## src/rtl/core/lztsd_pkg.sv

```systemverilog
// Shared types, field widths and head-byte decoding for the LZ token stream decoder.
// No dependencies; imported by lz_token_stream_decoder and its testbench.
package lztsd_pkg;

    localparam int unsigned BYTE_W  = 8;
    localparam int unsigned KIND_W  = 2;
    localparam int unsigned LEN_W   = 12;
    localparam int unsigned DIST_W  = 24;
    localparam int unsigned TOTAL_W = 32;
    localparam int unsigned TAIL_W  = 32;
    localparam int unsigned PHASE_W = 3;
    localparam int unsigned FLAGS_W = 4;

    localparam int unsigned OUT_DATA_BITS = BYTE_W + LEN_W + DIST_W + TOTAL_W;
    localparam int unsigned OUT_DATA_W    = ((OUT_DATA_BITS + 7) / 8) * 8;

    localparam logic [FLAGS_W-1:0] FLAGS_PER_BYTE = FLAGS_W'(8);

    typedef enum logic [KIND_W-1:0] {
        KIND_LIT  = 2'd0,
        KIND_COPY = 2'd1,
        KIND_END  = 2'd2,
        KIND_BAD  = 2'd3
    } t_token_kind;

    typedef struct packed {
        t_token_kind         kind;
        logic [BYTE_W-1:0]   literal_value;
        logic [LEN_W-1:0]    copy_length;
        logic [DIST_W-1:0]   copy_distance;
        logic [TOTAL_W-1:0]  decoded_total;
    } t_result;

    // Tail bytes that follow a head byte; zero marks an undefined head (0xE0..0xFF).
    function automatic logic [PHASE_W-1:0] tail_needed(input logic [BYTE_W-1:0] head);
        logic [PHASE_W-1:0] need;
        need = '0;
        if (head[7:6] == 2'b00) begin
            need = PHASE_W'(1);
        end else if (head[7:6] == 2'b01) begin
            need = PHASE_W'(2);
        end else if (head[7:6] == 2'b10) begin
            need = PHASE_W'(1);
        end else if (head[7:4] == 4'b1100) begin
            need = PHASE_W'(3);
        end else if (head[7:4] == 4'b1101) begin
            need = PHASE_W'(4);
        end
        return need;
    endfunction

endpackage

```

## src/rtl/core/lz_token_stream_decoder.sv

```systemverilog
// Byte-serial parser for a flag-byte LZSS token stream; emits literals, copy commands,
// end markers and bad-head reports. Depends on lztsd_pkg.
//
// Throughput: one compressed byte per cycle, sustained, while the result side keeps up.
// The result of a byte is registered into the result register, or into the skid register
// while the master side stalls; the parse state and saturating total update in the same cycle.
// A two-entry output buffer (result register plus skid register) lets the slave side keep
// taking beats while the master side stalls, until a second result is waiting.
// Reset is synchronous and active low; it clears the parse state, the byte total and both
// output entries. After reset the first byte is taken as a flag byte.
module lz_token_stream_decoder (
    input  logic                                i_clk,
    input  logic                                i_rst_n,
    // Slave side: compressed bytes.
    input  logic                                s_axis_tvalid,
    output logic                                s_axis_tready,
    input  logic [lztsd_pkg::BYTE_W-1:0]        s_axis_tdata,  // [7:0] in_byte
    // Master side: decoded tokens.
    output logic                                m_axis_tvalid,
    input  logic                                m_axis_tready,
    // [7:0] literal_value, [19:8] copy_length, [43:20] copy_distance,
    // [75:44] decoded_total, [79:76] zero
    output logic [lztsd_pkg::OUT_DATA_W-1:0]    m_axis_tdata,
    output logic [lztsd_pkg::KIND_W-1:0]        m_axis_tuser   // [1:0] token_kind
);
    import lztsd_pkg::*;

    // Parse state.
    logic [BYTE_W-1:0]   r_flag_bits,   n_flag_bits;
    logic [FLAGS_W-1:0]  r_flags_left,  n_flags_left;
    logic [PHASE_W-1:0]  r_token_phase, n_token_phase;
    logic [BYTE_W-1:0]   r_head_byte,   n_head_byte;
    logic [TAIL_W-1:0]   r_tail_bytes,  n_tail_bytes;
    logic [TOTAL_W-1:0]  r_output_count, n_output_count;

    // Output buffer.
    logic    r_out_valid, r_skid_valid;
    t_result r_out, r_skid;

    logic                in_beat;
    logic                out_taken;
    logic                res_valid;
    t_result             res;
    logic [BYTE_W-1:0]   in_byte;
    logic [TAIL_W-1:0]   tail_next;
    logic [PHASE_W-1:0]  need_head;
    logic [LEN_W-1:0]    tok_len;
    logic [DIST_W-1:0]   tok_dist;
    logic [TOTAL_W:0]    count_sum;
    logic [TOTAL_W-1:0]  count_sat;

    assign in_byte       = s_axis_tdata;
    assign s_axis_tready = !r_skid_valid;
    assign in_beat       = s_axis_tvalid && s_axis_tready;
    assign out_taken     = r_out_valid && m_axis_tready;

    // The tail is gathered big-endian; tail_next includes the byte on the bus now.
    assign tail_next = {r_tail_bytes[TAIL_W-BYTE_W-1:0], in_byte};
    assign need_head = tail_needed(r_head_byte);

    // Field extraction for the five token forms, valid once the last tail byte is present.
    always_comb begin
        tok_len  = '0;
        tok_dist = '0;
        priority if (r_head_byte[7:6] == 2'b00) begin
            tok_len  = LEN_W'(r_head_byte[3:0]) + LEN_W'(3);
            tok_dist = DIST_W'({r_head_byte[5:4], tail_next[7:0]});
        end else if (r_head_byte[7:6] == 2'b01) begin
            tok_len  = LEN_W'({r_head_byte[5:0], tail_next[15:14]}) + LEN_W'(3);
            tok_dist = DIST_W'(tail_next[13:0]);
        end else if (r_head_byte[7:6] == 2'b10) begin
            tok_len  = LEN_W'({r_head_byte[5:4], tail_next[7:0]});
            tok_dist = DIST_W'(r_head_byte[3:0]);
        end else if (r_head_byte[7:4] == 4'b1100) begin
            tok_len  = LEN_W'({r_head_byte[3:0], tail_next[23:18]});
            tok_dist = DIST_W'(tail_next[17:0]);
        end else begin
            tok_len  = {r_head_byte[3:0], tail_next[31:24]};
            tok_dist = tail_next[23:0];
        end
    end

    // One saturating adder serves both literals (add one) and copies (add the length).
    always_comb begin
        logic [LEN_W-1:0] addend;
        addend    = (r_token_phase == '0) ? LEN_W'(1) : tok_len;
        count_sum = {1'b0, r_output_count} + (TOTAL_W+1)'(addend);
        count_sat = count_sum[TOTAL_W] ? '1 : count_sum[TOTAL_W-1:0];
    end

    // Byte parser.
    always_comb begin
        n_flag_bits    = r_flag_bits;
        n_flags_left   = r_flags_left;
        n_token_phase  = r_token_phase;
        n_head_byte    = r_head_byte;
        n_tail_bytes   = r_tail_bytes;
        n_output_count = r_output_count;
        res_valid      = 1'b0;
        res            = '0;
        if (in_beat) begin
            priority if (r_flags_left == '0) begin
                // Flag byte: eight new flags, consumed least significant first.
                n_flag_bits  = in_byte;
                n_flags_left = FLAGS_PER_BYTE;
            end else if (r_token_phase == '0) begin
                if (!r_flag_bits[0]) begin
                    n_flag_bits        = r_flag_bits >> 1;
                    n_flags_left       = r_flags_left - FLAGS_W'(1);
                    n_output_count     = count_sat;
                    res_valid          = 1'b1;
                    res.kind           = KIND_LIT;
                    res.literal_value  = in_byte;
                    res.decoded_total  = count_sat;
                end else if (tail_needed(in_byte) == '0) begin
                    // Undefined head byte: report it and start over from a flag byte.
                    res_valid         = 1'b1;
                    res.kind          = KIND_BAD;
                    res.decoded_total = r_output_count;
                    n_flag_bits       = '0;
                    n_flags_left      = '0;
                    n_head_byte       = '0;
                    n_tail_bytes      = '0;
                    n_output_count    = '0;
                end else begin
                    n_head_byte   = in_byte;
                    n_tail_bytes  = '0;
                    n_token_phase = PHASE_W'(1);
                end
            end else if (r_token_phase < need_head) begin
                n_tail_bytes  = tail_next;
                n_token_phase = r_token_phase + PHASE_W'(1);
            end else begin
                // Last tail byte: the token is complete.
                n_token_phase = '0;
                n_head_byte   = '0;
                n_tail_bytes  = '0;
                n_flag_bits   = r_flag_bits >> 1;
                n_flags_left  = r_flags_left - FLAGS_W'(1);
                res_valid     = 1'b1;
                if (tok_len == '0) begin
                    // Zero length marks the end of the stream; the next byte is a flag byte.
                    res.kind          = KIND_END;
                    res.decoded_total = r_output_count;
                    n_flag_bits       = '0;
                    n_flags_left      = '0;
                    n_output_count    = '0;
                end else begin
                    n_output_count    = count_sat;
                    res.kind          = KIND_COPY;
                    res.copy_length   = tok_len;
                    res.copy_distance = tok_dist;
                    res.decoded_total = count_sat;
                end
            end
        end
    end

    always_ff @(posedge i_clk) begin
        if (!i_rst_n) begin
            r_flag_bits    <= '0;
            r_flags_left   <= '0;
            r_token_phase  <= '0;
            r_head_byte    <= '0;
            r_tail_bytes   <= '0;
            r_output_count <= '0;
        end else begin
            r_flag_bits    <= n_flag_bits;
            r_flags_left   <= n_flags_left;
            r_token_phase  <= n_token_phase;
            r_head_byte    <= n_head_byte;
            r_tail_bytes   <= n_tail_bytes;
            r_output_count <= n_output_count;
        end
    end

    // Output buffer: the skid entry only fills when a new result meets a stalled output,
    // and it drains into the output register before any further beat is taken.
    always_ff @(posedge i_clk) begin
        if (!i_rst_n) begin
            r_out_valid  <= 1'b0;
            r_skid_valid <= 1'b0;
        end else if (r_skid_valid) begin
            if (out_taken) begin
                r_out_valid  <= 1'b1;
                r_skid_valid <= 1'b0;
            end
        end else if (res_valid) begin
            if (!r_out_valid || out_taken) begin
                r_out_valid <= 1'b1;
            end else begin
                r_skid_valid <= 1'b1;
            end
        end else if (out_taken) begin
            r_out_valid <= 1'b0;
        end
    end

    always_ff @(posedge i_clk) begin
        if (r_skid_valid) begin
            if (out_taken) begin
                r_out <= r_skid;
            end
        end else if (res_valid) begin
            if (!r_out_valid || out_taken) begin
                r_out <= res;
            end else begin
                r_skid <= res;
            end
        end
    end

    assign m_axis_tvalid = r_out_valid;
    assign m_axis_tuser  = r_out.kind;
    assign m_axis_tdata  = OUT_DATA_W'({r_out.decoded_total, r_out.copy_distance,
                                        r_out.copy_length, r_out.literal_value});

    // A held skid entry always sits behind a held output entry.
    a_skid_behind_out: assert property (@(posedge i_clk) disable iff (!i_rst_n)
        r_skid_valid |-> r_out_valid)
        else $error("skid entry valid while output register is empty");

    // An open token can only exist while flags of the current flag byte remain, with its phase at most four.
    a_token_needs_flag: assert property (@(posedge i_clk) disable iff (!i_rst_n)
        (r_token_phase != '0) |-> (r_flags_left != '0) && (r_token_phase <= PHASE_W'(4)))
        else $error("token open without a pending flag or phase out of range");

    a_flags_in_range: assert property (@(posedge i_clk) disable iff (!i_rst_n)
        r_flags_left <= FLAGS_PER_BYTE)
        else $error("flag counter out of range");

    // Literals never carry copy fields; copies never carry a zero length.
    a_literal_fields: assert property (@(posedge i_clk) disable iff (!i_rst_n)
        (r_out_valid && r_out.kind == KIND_LIT) |->
            (r_out.copy_length == '0) && (r_out.copy_distance == '0))
        else $error("literal result carries copy fields");

    a_copy_nonzero: assert property (@(posedge i_clk) disable iff (!i_rst_n)
        (r_out_valid && r_out.kind == KIND_COPY) |-> (r_out.copy_length != '0))
        else $error("copy command with zero length");

    // End and bad-head results restart the stream at a flag byte with a cleared count.
    a_restart: assert property (@(posedge i_clk) disable iff (!i_rst_n)
        (res_valid && (res.kind == KIND_END || res.kind == KIND_BAD)) |=>
            (r_flags_left == '0) && (r_output_count == '0) && (r_token_phase == '0))
        else $error("stream state not cleared after end or bad head");

endmodule

```

## config.mk

```make
export PLATFORM = sky130hd
export DESIGN_NAME = lz_token_stream_decoder
export DESIGN_NICKNAME = d
export VERILOG_FILES = /design/src/rtl/core/lztsd_pkg.sv /design/src/rtl/core/lz_token_stream_decoder.sv
export SDC_FILE = /design/constraint.sdc
export NUM_CORES = 1
export LEC_CHECK = 0
export BUFFER_PORTS_ARGS = -buffer_cell sky130_fd_sc_hd__buf_4
export CAP_MARGIN = 0
export CORE_MARGIN = 4
export CORE_UTILIZATION = 47
export DETAILED_ROUTE_END_ITERATION = 16
export SLEW_MARGIN = 10
export SYNTH_ARGS = -nofsm -noshare
export SYNTH_HDL_FRONTEND = slang
export SYNTH_SLANG_ARGS = --single-unit
```

## constraint.sdc

```tcl
create_clock -name i_clk -period 10.7 [get_ports i_clk]
set_input_delay 2.14 -clock i_clk [delete_from_list [all_inputs] [get_ports i_clk]]
set_output_delay 2.14 -clock i_clk [all_outputs]
set_load 0.01 [all_outputs]
```

==> results.json, run 1 <==
{
  "status": "finished clean",
  "area_growth_pct": 15.06,
  "worst_ep_required_time_ns": 10.94,
  "post-place-ws_ns": 4.577,
  "final_common_cell": "nand2_1",
  "avgSynthCellArea_um2": 9.620,
  "port_buffers": 91,
  "cp-end-kind": "flop",
  "setup_tns_ns": 0,
  "ctsResizeCount": 0,
  "nNetsFinal": 1372,
  "path_depth": 13,
  "viasPerCell": 6.217,
  "drt-initial-drc-count": 1341,
  "dp_hpwl_mm": 24.21,
  "skew_ns": 0.01258,
  "fin_crit_sh_pct": 52.81,
  "overflow": 0,
  "synth_warnings": 0,
  "hp-class": "reg -> reg",
  "hold_viol_final": 0,
  "worstRegToRegCells": 14,
  "final_cell_mix": "161 x nand2_1, 156 x edfxtp_1, 112 x buf_4, 97 x nor2_1, 93 x a21oi_1",
  "num_vias": 10531,
  "die_h_um": 170.1,
  "async_reset_ff_share_pct": 0,
  "cts_setup_buffers": 0,
  "cts_buffers": 27,
  "ys_seq_elements": 237,
  "insertion_delay_ns": 0.54,
  "crit_fanout": 26,
  "yosysSeqAreaShare_pct": 51.05,
  "power_density_nw_per_um2": 236.3,
  "pin_count": 96,
  "wl_per_cell_um": 22.39,
  "cap_violations": 0,
  "syn_area_um2": 12350,
  "period_minus_slack_ns": 5.651,
  "die-area_um2": 28940,
  "crit_top_cell": "o21ai_0",
  "setup_ws_ns": 5.049,
  "critical-path-max-stage-delay_ns": 0.87,
  "drt_first_pass_iters": 7,
  "cts_tree": "done",
  "antenna_found_initial": 0,
  "worst_pin_slew_ns": 1.174,
  "top_usage_layer": "met1",
  "clock_sinks": 237,
  "grt_use_met3_pct": 4.204,
  "path_cells": "buf_4, a21oi_1, a2111oi_2, and2_1, ha_1, o21ai_0, nor3_1, nand2_1, a21o_1, o21ai_0, o2bb2ai_1, a21oi_1, o21ai_0",
  "relSlewSlack_pct": 21.12,
  "min_path_cells": 2,
  "syn_inst": 1284,
  "drt-total-wl_mm": 37.93,
  "cts-root-buf": "clkbuf_16",
  "critPathSlowestCell": "a21o_1",
  "crit_arrival_ns": 5.89,
  "grtUsageMet2_pct": 37.33,
  "path_buf_inv": 1,
  "holdBufCountCts": 0,
  "synth_cell_types": 76,
  "grt_pass1_vias": 9810,
  "cts.path.max_buffers": 3,
  "initial_core_util_pct": 47.53,
  "synthFlopType": "edfxtp_1",
  "core_um2": 25980,
  "place_area_um2": 13290,
  "setup.worst_path.class": "in -> reg",
  "timing.hold.ws_ns": 0.4534,
  "power.leakage_nw": 5.359,
  "maxSlewViolCount": 0,
  "clk_pin_slew_worst_paths_ns": 0.06,
  "setup_viol": 0,
  "critPathTopFamily": "compound AO/OA/AOI/OAI gates",
  "rrSetupSlack_ns": 5.36,
  "ant_nets": 0,
  "grt_pass1_wl_mm": 57.99,
  "start_kind": "input pin",
  "fin_area_um2": 14210,
  "max_freq_mhz": 177.0,
  "cts_htree_levels": 1,
  "drive_gt1_share_pct": 13.32,
  "dieWidth_um": 170.1,
  "gr-usage-all-layers_pct": 25.25,
  "ir_drop_mv": 0.1634,
  "synth_edf_count": 156,
  "use_met1_pct": 37.77,
  "grt_max_degree": 79,
  "drc": 0,
  "rsz0062_at_grt": "false",
  "n_antenna_cell": 0,
  "gp_congestion": 0.9385,
  "row_count": 59
}
==> cells in the mapped netlist (13+ instances only) <==
library cell  instances  area, µm²
nor3_1               24      120.1
o31ai_1              13      97.59
inv_1                19      71.32
mux2i_1              14      140.1
o21ai_0              82      410.4
dfxtp_1              81       1622
nor2b_1              23      143.9
nor2_1               97      364.1
and2_1               23      143.9
o211ai_1             28      210.2
nand3_1              58      290.3
a22oi_1              24      180.2
a21boi_0             18      135.1
a21oi_1              94      470.5
clkbuf_1             68      255.2
and3_1               34      212.7
ha_1                 21      262.8
a211oi_1             13      97.59
buf_2                16      80.08
xnor2_1              13      113.9
nand2_1             161      604.3
a21o_1               52      390.4
edfxtp_1            156       4684
==> logic make-up (layout without fill, tap and decap cells) <==
logic type | after synthesis | count (layout) | share of synthesized area (%)
AOI/OAI and AO/OA | 413 | 413 | 22.33
xor gates and xnor gates | 18 | 18 | 1.276
adders and majority gates | 22 | 22 | 2.289
buffers and inverters | 109 | 181 | 3.606
DFF | 237 | 237 | 51.05
muxes | 18 | 18 | 1.529
other | 1 | 4 | 0.03036
and+or+nand+nor | 466 | 466 | 17.89
==> layout make-up <==
cell class	instances	area (µm²)
timing repair buffer	112	840.8
inverter	19	71.32
fill	2353	11770
sequential	237	6307
tap	335	419.2
clock buffer	33	728.2
clock inverter	17	193.9
multi-input combinational	941	5652
==> layer usage <==
layer / vias to the layer above / part of all wire [%] / wire (µm)
met4: 0 / 3.2 / 1222
met5: - / 0 / 0
li1: 4880 / - / -
met1: 5104 / 45 / 17100
met3: 90 / 8.3 / 3161
met2: 457 / 43 / 16450
==> sequential cells by signal, summed over array words and instances (netlist names) <==
| name | cells |
|---|---|
| m_axis_tdata | 76 |
| m_axis_tuser | 2 |
| m_axis_tvalid | 1 |
| r_flag_bits | 8 |
| r_flags_left | 4 |
| r_head_byte | 8 |
| r_output_count | 32 |
| r_skid | 78 |
| r_skid_valid | 1 |
| r_tail_bytes | 24 |
| r_token_phase | 3 |
==> metrics by stage <==
stage	power (mW)	cells	utilization [%]
floorplan	1.924	1287	-
global placement	2.394	1644	51.15
detailed placement	2.401	1644	51.15
CTS	3.371	1694	54.69
global route	3.510	1694	54.69
finish	3.358	1694	54.69
==> worst register-to-register path, cell delays in order, from the launching register on <==
cell and delay, ns:
dfxtp_1 0.99, nor2_1 0.29, o21ai_0 0.31, a32o_1 0.30, nand2_1 0.08, ha_1 0.23, fa_1 0.42, a21oi_1 0.33
o21ai_0 0.15, nand2_1 0.20, a21o_1 0.87, o21ai_0 0.38, o2bb2ai_1 0.24, a21oi_1 0.15, o21ai_0 0.10
==> final timing paths <==
path,startpoint,end
hold reg to reg,r_tail_bytes[16]$_SDFFE_PN0P_,r_tail_bytes[16]$_SDFFE_PN0P_
setup / recovery,s_axis_tdata[5],m_axis_tdata[50]$_DFFE_PP_
hold / removal,r_tail_bytes[16]$_SDFFE_PN0P_,r_tail_bytes[16]$_SDFFE_PN0P_
setup reg to reg,r_head_byte[6]$_SDFFE_PN0P_,m_axis_tdata[50]$_DFFE_PP_
==> power breakdown <==
group          switching, mW  internal (mW)
sequential            0.0848           1.23
combinational          0.732          0.346
clock                  0.385          0.579
total                   1.20           2.16
Power figures use the tool's default switching activity.
==> run 2, diff against run 1 <==
--- a/config.mk
+++ b/config.mk
@@ -10,6 +10,7 @@
 export CORE_MARGIN = 4
 export CORE_UTILIZATION = 47
 export DETAILED_ROUTE_END_ITERATION = 16
+export PLACE_DENSITY = 0.67
 export SLEW_MARGIN = 10
 export SYNTH_ARGS = -nofsm -noshare
 export SYNTH_HDL_FRONTEND = slang
==> constraint.sdc (replaced) <==
create_clock -name i_clk -period 4.78 [get_ports i_clk]
set_input_delay 0.956 -clock i_clk [delete_from_list [all_inputs] [get_ports i_clk]]
set_output_delay 0.956 -clock i_clk [all_outputs]
set_load 0.01 [all_outputs]
==> run 2 against run 1 <==
Clock skew up 0.0022 ns; highest routed layer unchanged; via count increased by 2.0%; worst setup slack got worse by 4.7 ns; non-clock buffer count rose by 50; clock-buffer cell count down 1; power rose by 130%; register-to-register slack worse by 5.0 ns; combinational power rose by 140%; global-route usage is 1.2 points higher.
==> results.json, run 2 (synthesis gave the netlist of run 1 again) <==
{
  "status": "finished clean",
  "r2r-end": "m_axis_tdata[71]$_DFFE_PP_",
  "cts-root-buf": "clkbuf_16",
  "crit_top_cell": "buf_4",
  "ctsResizeCount": 0,
  "worst_ep_required_time_ns": 5.19,
  "maxSlewViolCount": 0,
  "antenna_found_initial": 0,
  "grt_max_degree": 70,
  "period_minus_slack_ns": 4.441,
  "grt_pass1_wl_mm": 60.27,
  "place_area_um2": 13710,
  "holdBufCountCts": 0,
  "final_cell_mix": "161 x nand2_1, 157 x buf_4, 156 x edfxtp_1, 97 x nor2_1, 93 x a21oi_1",
  "min_to": "r_tail_bytes[20]$_SDFFE_PN0P_",
  "start_kind": "flop",
  "cap_violations": 0,
  "n_antenna_cell": 0,
  "hp-class": "reg -> reg",
  "grt_pass1_vias": 10173,
  "rrSetupSlack_ns": 0.34,
  "die-area_um2": 28940,
  "setup.worst_path.class": "reg -> reg",
  "cp-end-kind": "flop",
  "rr_startpoint": "r_head_byte[0]$_SDFFE_PN0P_",
  "crit_arrival_ns": 4.85,
  "cts_tree": "done",
  "drt-total-wl_mm": 38.96,
  "drive_gt1_share_pct": 16.35,
  "min_from": "r_tail_bytes[20]$_SDFFE_PN0P_",
  "nNetsFinal": 1421,
  "setup_viol": 0,
  "insertion_delay_ns": 0.54,
  "power.leakage_nw": 5.614,
  "worstRegToRegCells": 18,
  "gp_congestion": 0.9810,
  "skew_ns": 0.01476,
  "min_path_cells": 2,
  "fin_area_um2": 14630,
  "wl_per_cell_um": 22.36,
  "drt_first_pass_iters": 6,
  "dieWidth_um": 170.1,
  "core_um2": 25980,
  "worst_pin_slew_ns": 1.173,
  "die_h_um": 170.1,
  "area_growth_pct": 18.45,
  "port_buffers": 91,
  "drc": 0,
  "setup_tns_ns": 0,
  "overflow": 0,
  "final_common_cell": "nand2_1",
  "clk_pin_slew_worst_paths_ns": 0.07,
  "num_vias": 10743,
  "hold_viol_final": 0,
  "max_freq_mhz": 225.2,
  "cts.path.max_buffers": 3,
  "cts_setup_buffers": 0,
  "drt-initial-drc-count": 1280,
  "ant_nets": 0,
  "critPathSlowestCell": "a2111oi_2",
  "initial_core_util_pct": 47.53,
  "path_cells": "buf_4, inv_1, ha_1, nor2b_1, o32ai_1, nor2_1, nor2_1, ha_1, a211oi_1, o211ai_1, a211oi_1, buf_4, nor3b_1, nand3_1, o21ai_0, a2111oi_2, buf_4, a21o_1",
  "clock_sinks": 237,
  "timing.hold.ws_ns": 0.4615,
  "largest_reg_flops": 78,
  "fin_crit_sh_pct": 92.90,
  "gr-usage-all-layers_pct": 26.42,
  "cts_buffers": 26,
  "finalNonFillerCells": 1742,
  "critical-path-max-stage-delay_ns": 0.54,
  "viasPerCell": 6.167,
  "cts_htree_levels": 1,
  "power_density_nw_per_um2": 521.9,
  "dp.cells": 1694,
  "row_count": 59,
  "crit_fanout": 9,
  "dp_hpwl_mm": 26.81,
  "ir_drop_mv": 0.4398,
  "pin_count": 96,
  "relSlewSlack_pct": 21.22,
  "largest-register": "r_skid"
}
run 2: stage by stage:
step | setup WS (ns) | power [mW] | utilization, %
after floorplan | 0.4262 | 4.270 | -
after global placement | 0.2340 | 5.503 | 52.77
after detailed placement | 0.2789 | 5.532 | 52.77
after CTS | 0.2671 | 7.658 | 56.27
after global routing | -0.004599 | 7.988 | 56.30
final | 0.3393 | 7.635 | 56.30
run 2: worst max-delay path: cells and delay by family (launching register included):
kind | cells | cell delay, ns
and+or+nand+nor | 5 | 0.71
buffers and inverters | 4 | 0.69
AOI/OAI and AO/OA | 7 | 1.93
adders and majority gates | 2 | 0.57
DFF | 1 | 0.42
run 2: worst max path at each step:
| stage | start | endpoint | slack (ns) | cells past startpoint |
|---|---|---|---|---|
| 3_3_place_gp | s_axis_tdata[1] | m_axis_tdata[71]$_DFFE_PP_ | 0.23 | 16 |
| 5_1_grt | r_tail_bytes[6]$_SDFFE_PN0P_ | m_axis_tdata[63]$_DFFE_PP_ | -0.005 | 17 |
| 2_1_floorplan | s_axis_tvalid | m_axis_tdata[0]$_DFFE_PP_ | 0.43 | 9 |
| 3_5_place_dp | s_axis_tdata[1] | m_axis_tdata[71]$_DFFE_PP_ | 0.28 | 16 |
| 4_1_cts | r_head_byte[5]$_SDFFE_PN0P_ | m_axis_tdata[66]$_DFFE_PP_ | 0.27 | 13 |
| 6_report | r_head_byte[0]$_SDFFE_PN0P_ | m_axis_tdata[71]$_DFFE_PP_ | 0.34 | 18 |
run 2: layer usage:
metal	global-route usage [%]	routed length (µm)	vias up
met5	0	0	-
met4	7.604	1037	0
met3	4.646	3087	82
met2	41.11	17330	478
met1	38.10	17500	5202
li1	-	-	4981
run 2: report_power, final:
group / internal [mW] / leakage [nW] / total (mW) / switching, mW
logic: 0.881 / 3.08 / 2.59 / 1.71
registers: 2.74 / 2.09 / 2.91 / 0.170
clock network: 1.28 / 0.441 / 2.13 / 0.847
run 2: final cells by class:
cell class | instances | area [µm²]
Multi-Input combinational cell | 941 | 5643
Clock inverter | 16 | 195.2
Tap cell | 335 | 419.2
Inverter | 19 | 71.32
Sequential cell | 237 | 6309
Fill cell | 2326 | 11350
Clock buffer | 32 | 714.4
Timing Repair Buffer | 162 | 1279
